===== src/hdl/srms_pkg.sv =====
// Shared types, constants and arithmetic helpers for the sparse row matrix store.
package srms_pkg;

    localparam int ROWS      = 1024;
    localparam int ROW_CAP   = 8;
    localparam int RIDX_W    = $clog2(ROWS);
    localparam int SLOT_W    = $clog2(ROW_CAP);
    localparam int LEN_W     = $clog2(ROW_CAP + 1);
    localparam int VAL_W     = 32;
    localparam int TOT_W     = 14;
    localparam int ENT_DEPTH = ROWS * ROW_CAP;
    localparam int ENT_AW    = RIDX_W + SLOT_W;
    localparam int ENT_W     = RIDX_W + VAL_W;
    localparam int MODE_W    = 3;
    localparam int ACC_W     = 64;
    localparam int FRAC_W    = 16;

    // Mode field codes
    localparam logic [MODE_W-1:0] MODE_SET  = 3'd0;
    localparam logic [MODE_W-1:0] MODE_ADD  = 3'd1;
    localparam logic [MODE_W-1:0] MODE_GET  = 3'd2;
    localparam logic [MODE_W-1:0] MODE_HAS  = 3'd3;
    localparam logic [MODE_W-1:0] MODE_LOAD = 3'd4;
    localparam logic [MODE_W-1:0] MODE_PROD = 3'd5;

    // Classified operation
    typedef enum logic [2:0] {
        OP_SET,
        OP_ADD,
        OP_GET,
        OP_HAS,
        OP_LOAD,
        OP_PROD,
        OP_NOP
    } op_t;

    // Command from the front to the back
    typedef struct packed {
        op_t                      op;
        logic [RIDX_W-1:0]        row;
        logic [RIDX_W-1:0]        column;
        logic signed [VAL_W-1:0]  value;
    } cmd_t;

    // One result transaction
    typedef struct packed {
        logic signed [VAL_W-1:0]  value;
        logic                     found;
        logic                     status;
        logic [TOT_W-1:0]         total;
    } result_t;

    // Saturating 32-bit add
    function automatic logic signed [VAL_W-1:0] sat_add_val(
        input logic signed [VAL_W-1:0] a,
        input logic signed [VAL_W-1:0] b
    );
        logic signed [VAL_W:0] s;
        s = {a[VAL_W-1], a} + {b[VAL_W-1], b};
        if (s[VAL_W] != s[VAL_W-1])
            sat_add_val = s[VAL_W] ? {1'b1, {(VAL_W-1){1'b0}}} : {1'b0, {(VAL_W-1){1'b1}}};
        else
            sat_add_val = s[VAL_W-1:0];
    endfunction

    // Saturating 64-bit add
    function automatic logic signed [ACC_W-1:0] sat_add_acc(
        input logic signed [ACC_W-1:0] a,
        input logic signed [ACC_W-1:0] b
    );
        logic signed [ACC_W:0] s;
        s = {a[ACC_W-1], a} + {b[ACC_W-1], b};
        if (s[ACC_W] != s[ACC_W-1])
            sat_add_acc = s[ACC_W] ? {1'b1, {(ACC_W-1){1'b0}}} : {1'b0, {(ACC_W-1){1'b1}}};
        else
            sat_add_acc = s[ACC_W-1:0];
    endfunction

    // Arithmetic shift right by the fraction width, then saturate to value width
    function automatic logic signed [VAL_W-1:0] shr_sat(input logic signed [ACC_W-1:0] a);
        logic [ACC_W-FRAC_W-VAL_W:0] top;
        top = a[ACC_W-1:FRAC_W+VAL_W-1];
        if (top == '0 || top == '1)
            shr_sat = a[FRAC_W+VAL_W-1:FRAC_W];
        else
            shr_sat = a[ACC_W-1] ? {1'b1, {(VAL_W-1){1'b0}}} : {1'b0, {(VAL_W-1){1'b1}}};
    endfunction

endpackage


===== src/hdl/srms_front.sv =====
// Front end: accepts input transactions, classifies the mode, queues commands.
module srms_front (
    input  logic                               clk,
    input  logic                               rst_n,
    input  logic                               push,
    output logic                               full,
    input  logic [srms_pkg::MODE_W-1:0]        mode,
    input  logic [srms_pkg::RIDX_W-1:0]        row,
    input  logic [srms_pkg::RIDX_W-1:0]        column,
    input  logic signed [srms_pkg::VAL_W-1:0]  value,
    input  logic                               init_done,
    output logic                               cmd_valid,
    output srms_pkg::cmd_t                     cmd,
    input  logic                               cmd_take
);

    srms_pkg::cmd_t q_reg [2];
    logic           wptr_reg, rptr_reg;
    logic [1:0]     cnt_reg;
    srms_pkg::op_t  op_dec;
    logic           do_push;

    // Mode decode
    always_comb
    begin
        unique case (mode)
            srms_pkg::MODE_SET:  op_dec = srms_pkg::OP_SET;
            srms_pkg::MODE_ADD:  op_dec = srms_pkg::OP_ADD;
            srms_pkg::MODE_GET:  op_dec = srms_pkg::OP_GET;
            srms_pkg::MODE_HAS:  op_dec = srms_pkg::OP_HAS;
            srms_pkg::MODE_LOAD: op_dec = srms_pkg::OP_LOAD;
            srms_pkg::MODE_PROD: op_dec = srms_pkg::OP_PROD;
            default:             op_dec = srms_pkg::OP_NOP;
        endcase
    end

    assign full      = (cnt_reg == 2'd2) || !init_done;
    assign do_push   = push && !full;
    assign cmd_valid = (cnt_reg != 2'd0);
    assign cmd       = q_reg[rptr_reg];

    // Two-entry command queue payload
    always_ff @(posedge clk)
    begin
        if (do_push)
        begin
            q_reg[wptr_reg] <= '{op: op_dec, row: row, column: column, value: value};
        end
    end

    // Queue pointers
    always_ff @(posedge clk or negedge rst_n)
    begin
        if (!rst_n)
        begin
            wptr_reg <= 1'b0;
            rptr_reg <= 1'b0;
            cnt_reg  <= 2'd0;
        end
        else
        begin
            if (do_push)
                wptr_reg <= !wptr_reg;
            if (cmd_take)
                rptr_reg <= !rptr_reg;
            cnt_reg <= cnt_reg + {1'b0, do_push} - {1'b0, cmd_take};
        end
    end

endmodule


===== config.mk =====
export PLATFORM = sky130hd
export DESIGN_NAME = srms_front
export DESIGN_NICKNAME = d
export VERILOG_FILES = /design/src/hdl/srms_pkg.sv /design/src/hdl/srms_front.sv
export SDC_FILE = /design/constraint.sdc
export NUM_CORES = 1
export LEC_CHECK = 0
export ABC_AREA = 0
export BUFFER_PORTS_ARGS = -buffer_cell sky130_fd_sc_hd__buf_4
export CORE_MARGIN = 2
export CORE_UTILIZATION = 29
export DETAILED_ROUTE_END_ITERATION = 16
export GPL_ROUTABILITY_DRIVEN = 0
export HOLD_SLACK_MARGIN = 0.06
export PLACE_DENSITY = 0.48
export REMOVE_ABC_BUFFERS = 1
export SLEW_MARGIN = 20
export SYNTH_ARGS = -nofsm -noshare
export SYNTH_HDL_FRONTEND = slang
export SYNTH_SLANG_ARGS = --single-unit

===== constraint.sdc =====
create_clock -name clk -period 4.9 [get_ports clk]
set_input_delay 0.98 -clock clk [delete_from_list [all_inputs] [get_ports clk]]
set_output_delay 0.98 -clock clk [all_outputs]
set_load 0.05 [all_outputs]

==> run summary <==
The run finished with clean final reports. In the global route stage, overall resource usage came out at 10.5%. The power dissipated by switching net loads is 1.35 mW, and the clock buffer count from CTS is 17. The worst setup path is of the reg -> out kind. The tools report the pin count of the biggest net entering global routing as 57. The post-CTS resize count is 0, and the boundary pin count is 117. Worst hold slack across all endpoints: 0.357 ns. In the finished design, the share of the clock period the worst path needs comes to 63.6%. In this run the remaining antenna-violating nets after routing total 0.

The root buffer cell chosen for the clock tree is sky130_fd_sc_hd__clkbuf_16. For the worst vdd rail ir drop, the log shows 0.306 mV. The number of flip-flops in the largest register was 110; the post-placement cell area was 5410 sq um. The fraction of power consumed by combinational cells is 35.5%.

Walking the worst path, the cells encountered are mux2_2, buf_4. Overall die area: 16,000 sq um. The count of maximum capacitance violations was 0; the required time at the endpoint of the critical path was 3.92 ns.

The final sum of negative setup slack came out at 0 ns. The nature of the critical path endpoint was an output pin. The ratio of total power to cell area came out at 647 nW/um^2.

Clock-pin slew was measured on the worst setup and hold paths at 0.05 ns. Per report_power, the sequential group accounts for 35.7% of the total. Detailed placement finished with a half-perimeter wire length of 5200 microns. After synthesis, the netlist uses 17 different library cells. The startpoint identified for the worst register-to-register timing path is cnt_reg[1]. Post-CTS timing repair inserted 0 buffers for setup. The final core area utilization was 40.7%. In this run the vertical extent of the chip is 126 microns. Headroom to the max-slew limit came out at 33.1%. The post-synthesis average cell area was 22.6 sq um; the number of vias per cell after detailed routing was 4.14.

Once placement completed, the tool counted placed cells totaling 486. For this configuration, the core starts out at a cell density of 29.8%. Setup repair after global routing left no endpoint under its margin. Setup violations remaining at the end of the flow were counted as 0. The timing-limited maximum frequency was 0.321 GHz; the first-pass GRT wire length was 12,100 microns.

Across all layers, the routed design uses 2,138 vias. The clock latency on the worst-skew pair was 0.41 ns. In this run, the clock network consumes 28.7% of the power.

The tools report the type of element launching the critical path as a register. Hold repair after CTS inserted 0 buffers. The initialized floorplan defines 44 standard-cell rows.

The logs give 0 for the total of warnings raised by yosys and 0 for the antenna diode count. The register area share after synthesis is 78.3%. The final routed wire length divided by cell count was 15.6 microns.

The count of buffers added on input and output ports is 116. The critical path's slowest cell was sky130_fd_sc_hd__dfrtp_4. The clock arrives with 0.00761 ns of skew. The via count of the first global-routing pass is 2,215, and the DRC violation total after the first TritonRoute iteration is 112. Data on the critical path arrives at its endpoint at 2.14 ns. TritonCTS built the clock tree.

The clock tree buffer depth came out at 2. The final count of pins violating max slew was 0. In this run the register-to-register setup slack is 2.56 ns. The final-stage net count came out at 383.

For the worst flop-to-flop path, the logic depth is 4. The floorplan step defined a core boundary enclosing 14,600 sq um. In this run the worst path has a maximum fanout of 56. The longest individual stage delay on the worst path works out to 1.09 ns. Width of the die: 126 microns.

The maximum level of the CTS H-tree is 4. The measured slew at the worst slew-check pin was 1.00 ns. Relative to the synthesized area, the layout overhead comes to 36.8%. Final instance area: 5940 sq um. The terminus of the critical flop-to-flop path is q_reg[1][43]. The final hold violation count was 0. In this run the static leakage power is 2.32 nW. The fraction of power spent switching nets came out at 35.2%. The residual overflow from global routing is 0, and the shortest period the worst path allows is 3.12 ns.

The detailed-router iteration count before antenna repair was 4; the post-route DRC violation count was 0. The fraction of layout cells with a size suffix above 1 works out to 60.2%. The classification of the worst-slack hold path was in -> async.

For the clock sink count, the log shows 114. The number of antenna violations at the first check in global routing was 0. The number of standard cells in the layout, taps in and fillers out was 516.

In the synthesized netlist, the number of instances is 192. In this run the cell area of the synthesized design comes to 4350 sq um. Summed over all layers, the routed wires come to 8050 microns.

The count of state elements after synthesis was 114; the cell internal power dissipation was 2.49 mW.
-- critical path, delay by kind of cell, from the launching register on --
kind                   cells  cell delay [ns]
buffers and inverters      1             0.19
DFF                        1             1.09
muxes                      1             0.43
-- cell usage in the layout (no fill, tap or decap) --
master / n
sky130_fd_sc_hd__buf_4: 118
sky130_fd_sc_hd__edfxtp_1: 110
sky130_fd_sc_hd__mux2_4: 40
sky130_fd_sc_hd__clkbuf_16: 17
sky130_fd_sc_hd__mux2_2: 15
sky130_fd_sc_hd__clkinv_2: 4
sky130_fd_sc_hd__clkbuf_1: 4
sky130_fd_sc_hd__xnor2_1: 3
sky130_fd_sc_hd__clkinv_1: 3
sky130_fd_sc_hd__dfrtp_1: 3
sky130_fd_sc_hd__inv_1: 2
sky130_fd_sc_hd__nor2_4: 2
sky130_fd_sc_hd__ha_1: 2
sky130_fd_sc_hd__bufinv_16: 2
sky130_fd_sc_hd__nand2b_1: 1
sky130_fd_sc_hd__nand2_1: 1
sky130_fd_sc_hd__nand3_1: 1
sky130_fd_sc_hd__a21boi_0: 1
sky130_fd_sc_hd__or2_2: 1
sky130_fd_sc_hd__xor2_1: 1
sky130_fd_sc_hd__dfrtp_4: 1
-- power groups by stage --
stage | clock network [mW] | logic [mW] | registers [mW]
after floorplan | 0 | 1.04 | 1.36
after global placement | 0 | 1.39 | 1.40
after detailed placement | 0 | 1.39 | 1.40
after CTS | 1.13 | 1.39 | 1.39
after global routing | 1.18 | 1.43 | 1.40
final | 1.10 | 1.37 | 1.37
-- worst max-delay path by stage --
| stage | start | to | slack [ns] | depth (start not counted) |
|---|---|---|---|---|
| 5_1_grt | rptr_reg | cmd[49] | 1.65 | 2 |
| 3_3_place_gp | init_done | q_reg[0][35] | 1.96 | 4 |
| 3_5_place_dp | push | q_reg[1][23] | 1.92 | 4 |
| 4_1_cts | rptr_reg | cmd[46] | 1.68 | 2 |
| 2_1_floorplan | push | q_reg[0][0] | 0.98 | 2 |
| 6_report | rptr_reg | cmd[49] | 1.78 | 2 |
-- layer usage --
metal,global-route usage (%),routed length (microns),vias up
li1,-,-,1009
met1,11.7,3180,1031
met2,16.0,3990,86
met3,5.86,756,12
met4,5.43,125,0
met5,0,0,-
-- kinds of logic after synthesis --
logic type | count (synthesis) | synth area share (%)
muxes | 55 | 17.7
DFF | 114 | 78.3
adders and majority gates | 2 | 0.576
AOI/OAI and AO/OA | 1 | 0.173
xor gates and xnor gates | 4 | 0.806
buffers and inverters | 10 | 1.76
and+or+nand+nor | 6 | 0.662
-- cell usage after synthesis --
master / instances / area (sq um)
sky130_fd_sc_hd__clkbuf_1: 2 / 7.51
sky130_fd_sc_hd__edfxtp_1: 110 / 3300
sky130_fd_sc_hd__nand2_1: 1 / 3.75
sky130_fd_sc_hd__nand3_1: 1 / 5.00
sky130_fd_sc_hd__xnor2_1: 3 / 26.3
sky130_fd_sc_hd__a21boi_0: 1 / 7.51
sky130_fd_sc_hd__dfrtp_1: 4 / 100
sky130_fd_sc_hd__mux2_2: 15 / 169
sky130_fd_sc_hd__inv_1: 2 / 7.51
sky130_fd_sc_hd__or2_2: 1 / 6.26
sky130_fd_sc_hd__buf_6: 5 / 56.3
sky130_fd_sc_hd__nor2_1: 2 / 7.51
sky130_fd_sc_hd__xor2_1: 1 / 8.76
sky130_fd_sc_hd__buf_2: 1 / 5.00
sky130_fd_sc_hd__nand2b_1: 1 / 6.26
sky130_fd_sc_hd__ha_1: 2 / 25.0
sky130_fd_sc_hd__mux2_4: 40 / 601
-- through the flow --
step	total power, mW	setup slack, ns
floorplan	2.40	0.981
global placement	2.79	1.96
CTS	3.91	1.68
finish	3.84	1.78
global route	4.01	1.65
detailed placement	2.79	1.92
-- final cells by class --
type	count	area, sq um
clock buffer	21	440
sequential	114	3410
fill	1343	8650
clock inverter	9	91.3
multi-input combinational	68	881
timing repair buffer	118	886
tap	184	230
inverter	2	7.51
Power figures use the tool's default switching activity.
