[src/hdl/srms_pkg.sv]
// Shared types, constants and arithmetic helpers for the sparse row matrix store.
package srms_pkg;

    localparam int ROWS      = 1024;
    localparam int ROW_CAP   = 8;
    localparam int RIDX_W    = $clog2(ROWS);
    localparam int SLOT_W    = $clog2(ROW_CAP);
    localparam int LEN_W     = $clog2(ROW_CAP + 1);
    localparam int VAL_W     = 32;
    localparam int TOT_W     = 14;
    localparam int ENT_DEPTH = ROWS * ROW_CAP;
    localparam int ENT_AW    = RIDX_W + SLOT_W;
    localparam int ENT_W     = RIDX_W + VAL_W;
    localparam int MODE_W    = 3;
    localparam int ACC_W     = 64;
    localparam int FRAC_W    = 16;

    // Mode field codes
    localparam logic [MODE_W-1:0] MODE_SET  = 3'd0;
    localparam logic [MODE_W-1:0] MODE_ADD  = 3'd1;
    localparam logic [MODE_W-1:0] MODE_GET  = 3'd2;
    localparam logic [MODE_W-1:0] MODE_HAS  = 3'd3;
    localparam logic [MODE_W-1:0] MODE_LOAD = 3'd4;
    localparam logic [MODE_W-1:0] MODE_PROD = 3'd5;

    // Classified operation
    typedef enum logic [2:0] {
        OP_SET,
        OP_ADD,
        OP_GET,
        OP_HAS,
        OP_LOAD,
        OP_PROD,
        OP_NOP
    } op_t;

    // Command from the front to the back
    typedef struct packed {
        op_t                      op;
        logic [RIDX_W-1:0]        row;
        logic [RIDX_W-1:0]        column;
        logic signed [VAL_W-1:0]  value;
    } cmd_t;

    // One result transaction
    typedef struct packed {
        logic signed [VAL_W-1:0]  value;
        logic                     found;
        logic                     status;
        logic [TOT_W-1:0]         total;
    } result_t;

    // Saturating 32-bit add
    function automatic logic signed [VAL_W-1:0] sat_add_val(
        input logic signed [VAL_W-1:0] a,
        input logic signed [VAL_W-1:0] b
    );
        logic signed [VAL_W:0] s;
        s = {a[VAL_W-1], a} + {b[VAL_W-1], b};
        if (s[VAL_W] != s[VAL_W-1])
            sat_add_val = s[VAL_W] ? {1'b1, {(VAL_W-1){1'b0}}} : {1'b0, {(VAL_W-1){1'b1}}};
        else
            sat_add_val = s[VAL_W-1:0];
    endfunction

    // Saturating 64-bit add
    function automatic logic signed [ACC_W-1:0] sat_add_acc(
        input logic signed [ACC_W-1:0] a,
        input logic signed [ACC_W-1:0] b
    );
        logic signed [ACC_W:0] s;
        s = {a[ACC_W-1], a} + {b[ACC_W-1], b};
        if (s[ACC_W] != s[ACC_W-1])
            sat_add_acc = s[ACC_W] ? {1'b1, {(ACC_W-1){1'b0}}} : {1'b0, {(ACC_W-1){1'b1}}};
        else
            sat_add_acc = s[ACC_W-1:0];
    endfunction

    // Arithmetic shift right by the fraction width, then saturate to value width
    function automatic logic signed [VAL_W-1:0] shr_sat(input logic signed [ACC_W-1:0] a);
        logic [ACC_W-FRAC_W-VAL_W:0] top;
        top = a[ACC_W-1:FRAC_W+VAL_W-1];
        if (top == '0 || top == '1)
            shr_sat = a[FRAC_W+VAL_W-1:FRAC_W];
        else
            shr_sat = a[ACC_W-1] ? {1'b1, {(VAL_W-1){1'b0}}} : {1'b0, {(VAL_W-1){1'b1}}};
    endfunction

endpackage

[src/hdl/srms_outq.sv]
// Result queue: two-entry buffer between the back end and the result port.
module srms_outq (
    input  logic                               clk,
    input  logic                               rst_n,
    input  logic                               res_push,
    input  srms_pkg::result_t                  res,
    output logic                               res_full,
    output logic                               empty,
    input  logic                               pop,
    output logic signed [srms_pkg::VAL_W-1:0]  result_value,
    output logic                               found,
    output logic                               status,
    output logic [srms_pkg::TOT_W-1:0]         total_entries
);

    srms_pkg::result_t q_reg [2];
    logic              wptr_reg, rptr_reg;
    logic [1:0]        cnt_reg;
    logic              do_pop;

    assign res_full      = (cnt_reg == 2'd2);
    assign empty         = (cnt_reg == 2'd0);
    assign do_pop        = pop && !empty;
    assign result_value  = q_reg[rptr_reg].value;
    assign found         = q_reg[rptr_reg].found;
    assign status        = q_reg[rptr_reg].status;
    assign total_entries = q_reg[rptr_reg].total;

    // Payload
    always_ff @(posedge clk)
    begin
        if (res_push)
            q_reg[wptr_reg] <= res;
    end

    // Pointers
    always_ff @(posedge clk or negedge rst_n)
    begin
        if (!rst_n)
        begin
            wptr_reg <= 1'b0;
            rptr_reg <= 1'b0;
            cnt_reg  <= 2'd0;
        end
        else
        begin
            if (res_push)
                wptr_reg <= !wptr_reg;
            if (do_pop)
                rptr_reg <= !rptr_reg;
            cnt_reg <= cnt_reg + {1'b0, res_push} - {1'b0, do_pop};
        end
    end

endmodule

[config.mk]
export PLATFORM = sky130hd
export DESIGN_NAME = srms_outq
export DESIGN_NICKNAME = d
export VERILOG_FILES = /design/src/hdl/srms_pkg.sv /design/src/hdl/srms_outq.sv
export SDC_FILE = /design/constraint.sdc
export NUM_CORES = 1
export LEC_CHECK = 0
export BUFFER_PORTS_ARGS = -buffer_cell sky130_fd_sc_hd__buf_2
export CAP_MARGIN = 10
export CORE_ASPECT_RATIO = 1.4
export CORE_UTILIZATION = 51
export CTS_CLUSTER_SIZE = 10
export DETAILED_ROUTE_END_ITERATION = 10
export PLACE_DENSITY = 0.89
export SETUP_SLACK_MARGIN = 0.2
export SYNTH_ARGS = -nofsm -noshare
export SYNTH_HDL_FRONTEND = slang
export SYNTH_SLANG_ARGS = --single-unit
[constraint.sdc]
create_clock -name clk -period 3.4 [get_ports clk]
set_input_delay 0.34 -clock clk [delete_from_list [all_inputs] [get_ports clk]]
set_output_delay 0.34 -clock clk [all_outputs]
set_load 0.01 [all_outputs]
==> results of run 1 <==
[cell usage in the layout (no fill, tap or decap), types with 2 or more instances in the layout]
master,n
buf_2,101
buf_4,3
clkbuf_8,9
clkinv_2,2
clkinvlp_4,2
dfrtp_1,3
edfxtp_1,96
ha_1,2
inv_1,2
mux2_2,38
mux2_4,10
xnor2_1,2
xor2_1,2
[worst max-delay path, stage by stage, from the launching register on]
cell,delay (ns)
dfrtp_2,0.75
buf_4,0.44
mux2_2,0.38
buf_2,0.14
[through the flow]
stage          power (uW)  hold slack [ns]
6_report             3520            0.175
5_1_grt              3700            0.150
4_1_cts              3570            0.151
3_5_place_dp         2860            0.158
3_3_place_gp         2820            0.154
2_1_floorplan        2500           0.0444
[power by group through the flow]
stage | logic [uW] | clock network [uW] | registers [uW]
floorplan | 777 | 0 | 1730
detailed placement | 1050 | 0 | 1800
CTS | 1060 | 731 | 1780
finish | 1040 | 711 | 1770
global placement | 1030 | 0 | 1790
global route | 1130 | 774 | 1800
[path summary, 6_finish.rpt]
path / start / to / slack, ns / cells past startpoint
worst max-delay path: rptr_reg / found / 1.0 / 3
worst min-delay path: res[3] / q_reg[1][3] / 0.17 / 1
worst max register to register: wptr_reg / q_reg[1][20] / 1.62 / 1
worst min register to register: wptr_reg / wptr_reg / 0.55 / 1
max in group asynchronous: rst_n / rptr_reg / 2.93 / 2
min in group asynchronous: rst_n / cnt_reg[0] / 0.32 / 2
[layout make-up]
| class | instances | area (sq um) |
|---|---|---|
| Sequential cell | 100 | 2980 |
| Clock buffer | 9 | 124 |
| Timing Repair Buffer | 105 | 538 |
| Tap cell | 95 | 119 |
| Clock inverter | 7 | 67.6 |
| Inverter | 2 | 7.51 |
| Fill cell | 499 | 2460 |
| Multi-Input combinational cell | 59 | 677 |
[cell families after synthesis]
| group | count (synthesis) | share of synthesized area (%) |
|---|---|---|
| flops | 100 | 80.5 |
| xor+xnor | 4 | 0.945 |
| fa+ha+maj | 2 | 0.675 |
| buf+inv | 7 | 1.52 |
| simple gates | 4 | 0.607 |
| compound gates | 1 | 0.203 |
| mux | 48 | 15.6 |
[routing by layer]
metal	track usage [%]	wire length [um]	vias up
met3	3.91	238	13
met5	0	0	-
met2	27.1	3180	67
met4	10.9	172	0
li1	-	-	870
met1	18.0	2220	877
[timing repair]
item                       CTS  global route
buffers inserted             0             0
hold endpoints to repair     4             0
setup endpoints to repair    0             0
gates resized for setup      0             0
hold buffers                 1             0
==> results.py, run 1 <==
metrics = {
    "clocking": {
        "clock_latency_ns": 0.35,
        "cts.clk_slew.worst_paths_ns": 0.09,
        "cts-root-buf": "clkbuf_8",
        "h-tree-depth": 3,
        "cts_tree": "yes",
        "clockBufferDepth": 2,
        "clkSinkCount": 100,
        "cts_buffers": 9,
    },
    "finish": {
        "finalNetCount": 331,
        "fin_cells": 377,
        "postLayoutCoreUtil_pct": 64.7,
        "drive_gt1_share_pct": 60.3,
        "num_antenna_cells": 0,
        "largest_reg_flops": 96,
        "final_area_sq_um": 4520,
        "area_growth_pct": 21.8,
    },
    "pwr": {
        "power.leakage_uw": 0.00174,
        "power.switching_uw": 1010,
        "power_frac_clock_pct": 20.2,
        "p_seq_share_pct": 50.3,
        "internal_power_uw": 2510,
        "combPwrFrac_pct": 29.5,
        "cellPowerDensity_nw_per_um2": 780,
        "swShare_pct": 28.7,
        "ir_drop_uv": 541,
    },
    "placed_design": {
        "io_buffers": 101,
        "dp_hpwl_mm": 3.85,
        "dp.cells": 360,
        "post_dp_cell_area_sq_um": 4320,
        "pre_cts_ws_ns": 1.34,
        "gp_congestion": 0.653,
    },
    "logic_synthesis": {
        "yosysWarnings": 0,
        "synth_area_leaders": "edfxtp_1, mux2_2, mux2_4",
        "async_flop_share_pct": 4.00,
        "ys.flop_type": "edfxtp_1",
        "yosysTopAreaCell": "edfxtp_1",
        "yosys-top-cells-count": "edfxtp_1, mux2_2, mux2_4",
        "synth_top_cell_area_share_pct": 77.8,
        "synth.most_common_cell": "edfxtp_1",
        "netlist_area_sq_um": 3710,
        "ys_seq_elements": 100,
        "ys_seq_area_share_pct": 80.5,
        "ys_types": 15,
        "syn_inst": 166,
        "syn_nets": 220,
        "syn_avg_cell_area_sq_um": 22.3,
        "synth-edff-count": 96,
    },
    "worst_setup_path": {
        "crit_type": "reg -> out",
        "critical_path_arrival_ns": 2.06,
        "cp_data_required_time_ns": 3.06,
        "crit_fanout": 27,
        "endpoint_kind": "output port",
        "startpoint_type": "flop",
    },
    "grt": {
        "grt_pass1_vias": 1800,
        "grt_overflow": 0,
        "grt_pass1_wl_mm": 8.51,
        "antenna_found_initial": 0,
        "grt.total_usage_pct": 16.2,
        "grt_max_degree": 49,
    },
    "drt": {
        "first_pass_iters": 4,
        "viasPerCell": 4.85,
        "dr_total_vias": 1827,
        "first_iter_violations": 83,
        "wl_mm": 5.81,
        "post_drt_wl_per_cell_um": 15.4,
        "antenna_left": 0,
        "post-route-drc-count": 0,
    },
    "sta": {
        "slew_violations": 0,
        "period_share_pct": 70.7,
        "finalHoldViolCount": 0,
        "relSlewSlack_pct": 22.4,
        "rsz0062_at_grt": "no",
        "setup_viol": 0,
        "fmax_mhz": 416,
        "finalSetupTns_ns": 0,
        "post-route-min-period_ns": 2.40,
        "worst_slack_ns": 0.997,
        "fin_skew_ns": 0.00547,
        "tightestPinTransition_ns": 1.16,
    },
    "floorplanning": {
        "die_area_sq_um": 7620,
        "die_width_um": 74.1,
        "rows": 36,
        "start_util_pct": 53.1,
        "die_h_um": 103,
        "pin_count": 102,
        "core-area_sq_um": 6980,
    },
    "run": {
        "drv_cap": 0,
    },
    "hold_path": {
        "hold_class": "in -> reg",
    },
    "run_status": {
        "status": "finished clean",
    },
}
Power figures use the tool's default switching activity.
==> inputs of run 2 (changes only) <==
clock period = 2.3 ns   (was 3.4 ns; I/O delays follow)
==> results.py, run 2 (synthesis results as in run 1) <==
metrics = {
    "clocking": {
        "cts_resized": 0,
        "cts.clk_slew.worst_paths_ns": 0.09,
        "clockBufferDepth": 2,
        "cts-root-buf": "clkbuf_8",
        "h-tree-depth": 3,
        "cts_setup_buffers": 0,
        "cts_tree": "yes",
        "clock_latency_ns": 0.35,
        "clkSinkCount": 100,
        "cts_buffers": 9,
    },
    "pwr": {
        "p_total_uw": 5360,
        "ir_drop_uv": 711,
        "cellPowerDensity_nw_per_um2": 1170,
        "combPwrFrac_pct": 30.9,
        "power.switching_uw": 1510,
        "internal_power_uw": 3850,
        "power_frac_clock_pct": 22.1,
        "swShare_pct": 28.1,
        "p_seq_share_pct": 47.0,
        "power.leakage_uw": 0.00177,
    },
    "sta": {
        "slew_violations": 0,
        "post-route-min-period_ns": 1.81,
        "finalHoldViolCount": 0,
        "fin_skew_ns": 0.00415,
        "tightestPinTransition_ns": 0.584,
        "holdWs_ns": 0.0596,
        "relSlewSlack_pct": 61.1,
        "period_share_pct": 78.8,
        "finalSetupTns_ns": 0,
        "rsz0062_at_grt": "no",
        "setup_viol": 0,
        "fmax_mhz": 552,
    },
    "grt": {
        "grt_pass1_wl_mm": 8.44,
        "grt_max_degree": 27,
        "antenna_found_initial": 0,
        "grt_overflow": 0,
        "grt_pass1_vias": 1831,
        "grt.total_usage_pct": 16.2,
    },
    "drt": {
        "wl_met2_mm": 3.21,
        "topRoutingLayerUsed": "met4",
        "dr_wl_met3_um": 249,
        "wl_met1_mm": 2.02,
        "wl_mm": 5.64,
        "first_pass_iters": 6,
        "first_iter_violations": 114,
        "antenna_left": 0,
        "dr_total_vias": 1840,
        "viasPerCell": 4.85,
        "post_drt_wl_per_cell_um": 14.9,
        "post-route-drc-count": 0,
    },
    "finish": {
        "postLayoutCoreUtil_pct": 65.6,
        "final_common_cell": "buf_2",
        "fill_cells": 484,
        "fin_cells": 379,
        "num_antenna_cells": 0,
        "multiInputGateArea_sq_um": 677,
        "largest_reg_flops": 96,
        "finalNetCount": 333,
        "layout_common_cells": "buf_2, edfxtp_1, mux2_2, mux2_4, clkbuf_8",
        "ff_latch_area_sq_um": 2980,
        "drive_gt1_share_pct": 60.9,
        "area_growth_pct": 23.5,
    },
    "worst_setup_path": {
        "max_stage_delay_ns": 0.39,
        "crit_slowest_cell": "mux2_2",
        "rr_startpoint": "wptr_reg",
        "startpoint_type": "flop",
        "crit_family": "buffers and inverters",
        "cp_data_required_time_ns": 2.07,
        "path_cells": "buf_4 -> mux2_2 -> buf_2",
        "cp_num_buf_inv": 2,
        "crit_type": "reg -> out",
        "critical_path_arrival_ns": 1.58,
        "endpoint_kind": "output port",
        "crit_fanout": 24,
        "startpoint": "rptr_reg",
    },
    "floorplanning": {
        "die_h_um": 103,
        "rows": 36,
        "core-area_sq_um": 6980,
        "start_util_pct": 53.1,
        "die_area_sq_um": 7620,
        "die_width_um": 74.1,
        "pin_count": 102,
    },
    "hold_path": {
        "min_from": "res[43]",
        "hold_class": "in -> reg",
    },
    "placed_design": {
        "dp_hpwl_mm": 3.92,
        "gp_congestion": 0.743,
        "dp.cells": 362,
        "io_buffers": 101,
    },
    "run": {
        "drv_cap": 0,
    },
    "run_status": {
        "status": "finished clean",
    },
}
==> run 2: cell types whose count changed in the layout (fill, tap and decap cells not counted), sizes merged <==
cell      delta
inv          +1
buf          +2
bufinv       +1
clkinv       -3
clkinvlp     +1
==> run 2: timing repair <==
item | 4_1_cts | 5_1_grt
hold endpoints to repair | 4 | 0
endpoints found under the setup margin | 0 | 0
hold buffers | 1 | 0
==> run 2: final timing paths <==
kind,to,slack [ns],cells past startpoint
max,total_entries[5],0.49,3
min,q_reg[1][43],0.06,1
max reg2reg,q_reg[1][4],0.73,2
min reg2reg,wptr_reg,0.56,1
max in group asynchronous,rptr_reg,1.97,2
min in group asynchronous,cnt_reg[0],0.20,2
==> run 2: area by class of cell <==
class                   instances  area share (%)
multi-input cells              59            14.8
repair buffers                107            12.4
inverters                       2           0.164
clock buffers                   9            2.71
clock inverters                 7            2.19
flip-flops and latches        100            65.2
well taps                      95            2.60
==> run 2: power groups by stage <==
stage | registers (uW) | logic, uW | clock network [uW]
final | 2520 | 1650 | 1190
after global routing | 2550 | 1810 | 1280
after CTS | 2520 | 1690 | 1220
after detailed placement | 2560 | 1680 | 0
after global placement | 2540 | 1660 | 0
after floorplan | 2550 | 1150 | 0
==> run 2: stage by stage <==
| step | setup slack [ns] | instance area (sq um) |
|---|---|---|
| 3_3_place_gp | 0.781 | 4340 |
| 2_1_floorplan | 0.218 | 3710 |
| 3_5_place_dp | 0.727 | 4340 |
| 4_1_cts | 0.440 | 4580 |
| 6_report | 0.488 | 4580 |
| 5_1_grt | 0.399 | 4580 |
==> run 2: metal layers <==
| layer | vias up | global-route usage, % |
|---|---|---|
| met3 | 10 | 6.65 |
| met5 | - | 0 |
| met4 | 0 | 10.7 |
| li1 | 874 | - |
| met2 | 72 | 28.0 |
| met1 | 884 | 15.4 |
==> run 2: worst reg2reg max path, delay by kind of cell (launching register included) <==
family,cells,cell delay [ns]
simple gates,1,0.56
buf+inv,1,0.27
flops,1,0.43
==> inputs of run 3 (changes only) <==
ABC_AREA = 1   (was not set)
CORE_UTILIZATION = 52   (was 51)
PLACE_DENSITY = 0.9   (was 0.89)
clock period = 1.8 ns   (was 2.3 ns; I/O delays follow)
==> results.py, run 3 <==
metrics = {
    "run_status": {
        "status": "finished clean",
    },
    "sta": {
        "period_share_pct": 88.1,
        "finalSetupTns_ns": 0,
        "fin_skew_ns": 0.0105,
        "fmax_mhz": 630,
        "slew_violations": 0,
        "relSlewSlack_pct": 73.0,
        "tightestPinTransition_ns": 0.405,
        "finalHoldViolCount": 0,
        "worst_slack_ns": 0.214,
        "post-route-min-period_ns": 1.59,
        "setup_viol": 0,
        "rsz0062_at_grt": "yes",
    },
    "clocking": {
        "cts_tree": "yes",
        "cts_buffers": 9,
        "clock_latency_ns": 0.35,
        "cts-root-buf": "clkbuf_8",
        "clkSinkCount": 100,
        "cts.clk_slew.worst_paths_ns": 0.10,
        "clockBufferDepth": 2,
        "h-tree-depth": 3,
    },
    "logic_synthesis": {
        "ys.flop_type": "edfxtp_1",
        "syn_inst": 282,
        "synth.most_common_cell": "nand2_1",
        "synthXorXnorAreaFrac_pct": 0.235,
        "yosys-top-cells-count": "nand2_1, edfxtp_1, inv_1",
        "synth_area_leaders": "edfxtp_1, nand2_1, dfrtp_1",
        "yosysWarnings": 0,
        "synth_top_cell_area_share_pct": 77.4,
        "ys_seq_elements": 100,
        "syn_nets": 336,
        "ys_seq_area_share_pct": 80.1,
        "ys_types": 12,
        "syn_avg_cell_area_sq_um": 13.2,
        "netlist_area_sq_um": 3730,
        "yosys.area_share.simple_pct": 16.0,
        "synth_mux_area_share_pct": 0,
        "synth_compound_area_share_pct": 0,
        "synth_top_family_by_area": "simple AND/OR/NAND/NOR gates",
        "yosys.area_share.adder_pct": 0.672,
        "async_flop_share_pct": 4.00,
        "yosysTopAreaCell": "edfxtp_1",
        "synth-edff-count": 96,
    },
    "grt": {
        "antenna_found_initial": 0,
        "grt_overflow": 0,
        "grt_pass1_vias": 2455,
        "grt.total_usage_pct": 20.2,
        "grt_max_degree": 50,
        "grt_pass1_wl_mm": 10.9,
    },
    "finish": {
        "final_common_cell": "nand2_1",
        "fill_cells": 455,
        "drive_gt1_share_pct": 38.0,
        "layout_common_cells": "nand2_1, edfxtp_1, buf_2, dlygate4sd3_1, nand2_2",
        "finalNetCount": 496,
        "area_growth_pct": 41.8,
        "final_area_sq_um": 5290,
        "fin_cells": 542,
        "num_antenna_cells": 0,
        "largest_reg_flops": 96,
    },
    "drt": {
        "dr_total_vias": 2628,
        "antenna_left": 0,
        "first_iter_violations": 139,
        "wl_mm": 8.85,
        "viasPerCell": 4.85,
        "post-route-drc-count": 0,
        "post_drt_wl_per_cell_um": 16.3,
        "first_pass_iters": 4,
    },
    "hold_path": {
        "hold_class": "in -> reg",
        "min_delay_path_depth": 1,
    },
    "worst_setup_path": {
        "startpoint_type": "flop",
        "endpoint_kind": "output port",
        "ff2ff_setup_slack_ns": 0.35,
        "path_cells": "buf_12 -> inv_16 -> clkbuf_16 -> nand2_4 -> nand2_2 -> buf_6",
        "reg2reg_depth": 10,
        "crit_type": "reg -> out",
        "crit_slowest_cell": "dfrtp_2",
        "max_stage_delay_ns": 0.43,
        "critical_path_arrival_ns": 1.41,
        "crit_fanout": 7,
        "cp_data_required_time_ns": 1.62,
    },
    "floorplanning": {
        "die_width_um": 73.5,
        "core-area_sq_um": 6940,
        "start_util_pct": 53.7,
        "rows": 36,
        "pin_count": 102,
        "die_h_um": 102,
        "die_area_sq_um": 7510,
    },
    "pwr": {
        "cellPowerDensity_nw_per_um2": 1500,
        "ir_drop_uv": 838,
        "p_total_uw": 7920,
        "power.leakage_uw": 0.00232,
    },
    "placed_design": {
        "dp.cells": 474,
        "pre_cts_ws_ns": 0.357,
        "gp_congestion": 0.785,
        "io_buffers": 101,
        "dp_hpwl_mm": 4.57,
        "post_dp_cell_area_sq_um": 4350,
    },
    "run": {
        "drv_cap": 0,
    },
}
==> run 3: cell type report <==
cell class | instances | area, sq um | share of cell area, %
inverter | 10 | 57.6 | 1.09
tap | 95 | 119 | 2.25
multi-input combinational | 161 | 722 | 13.7
clock inverter | 7 | 52.6 | 0.994
sequential | 100 | 2980 | 56.5
timing repair buffer | 158 | 1210 | 23.0
clock buffer | 9 | 124 | 2.34
timing repair inverter | 2 | 12.5 | 0.237
==> run 3: power breakdown <==
group          switching (uW)  leakage (uW)  internal (uW)
sequential                152      0.000947           3090
combinational            1920       0.00129           1480
clock                     760     0.0000896            510
total                    2840       0.00232           5080
==> run 3: metrics by stage <==
step	hold WS (ns)	utilization (%)
finish	0.0178	76.2
global route	-0.00309	76.2
CTS	0.000658	69.5
detailed placement	-0.00539	62.7
global placement	-0.00908	62.7
floorplan	-0.116	-
==> run 3: worst paths after layout <==
kind	start	endpoint
min	res[33]	q_reg[1][33]
max reg2reg	cnt_reg[0]	cnt_reg[1]
min reg2reg	wptr_reg	wptr_reg
max in group asynchronous	rst_n	rptr_reg
min in group asynchronous	rst_n	wptr_reg
max	rptr_reg	total_entries[2]
==> run 3: what timing repair did <==
item	in CTS	in global routing
setup buffers	0	7
cloned	0	8
setup endpoints to repair	48	39
gates resized for setup	6	48
hold buffers	27	10
pin swaps	0	12
endpoints found under the hold margin	50	16
==> run 3: cells by family (layout without fill, tap and decap cells) <==
kind of cell | Yosys count | in the layout
AND/OR/NAND/NOR | 158 | 158
flip-flops | 100 | 100
buffers and inverters | 21 | 186
adder cells (fa/ha/maj) | 2 | 2
XOR/XNOR | 1 | 1
==> run 3: worst max-delay path, delay by kind of cell, from the launching register on <==
family,cells,cell delay (ns)
buffers and inverters,4,0.50
flip-flops,1,0.43
AND/OR/NAND/NOR,2,0.12
==> run 3: metal layers <==
metal	vias to the layer above	GRT usage (%)	wire length, um
li1	1265	-	-
met1	1281	21.6	3320
met2	74	37.6	5070
met3	8	4.64	331
met4	0	7.99	131
met5	-	0	0
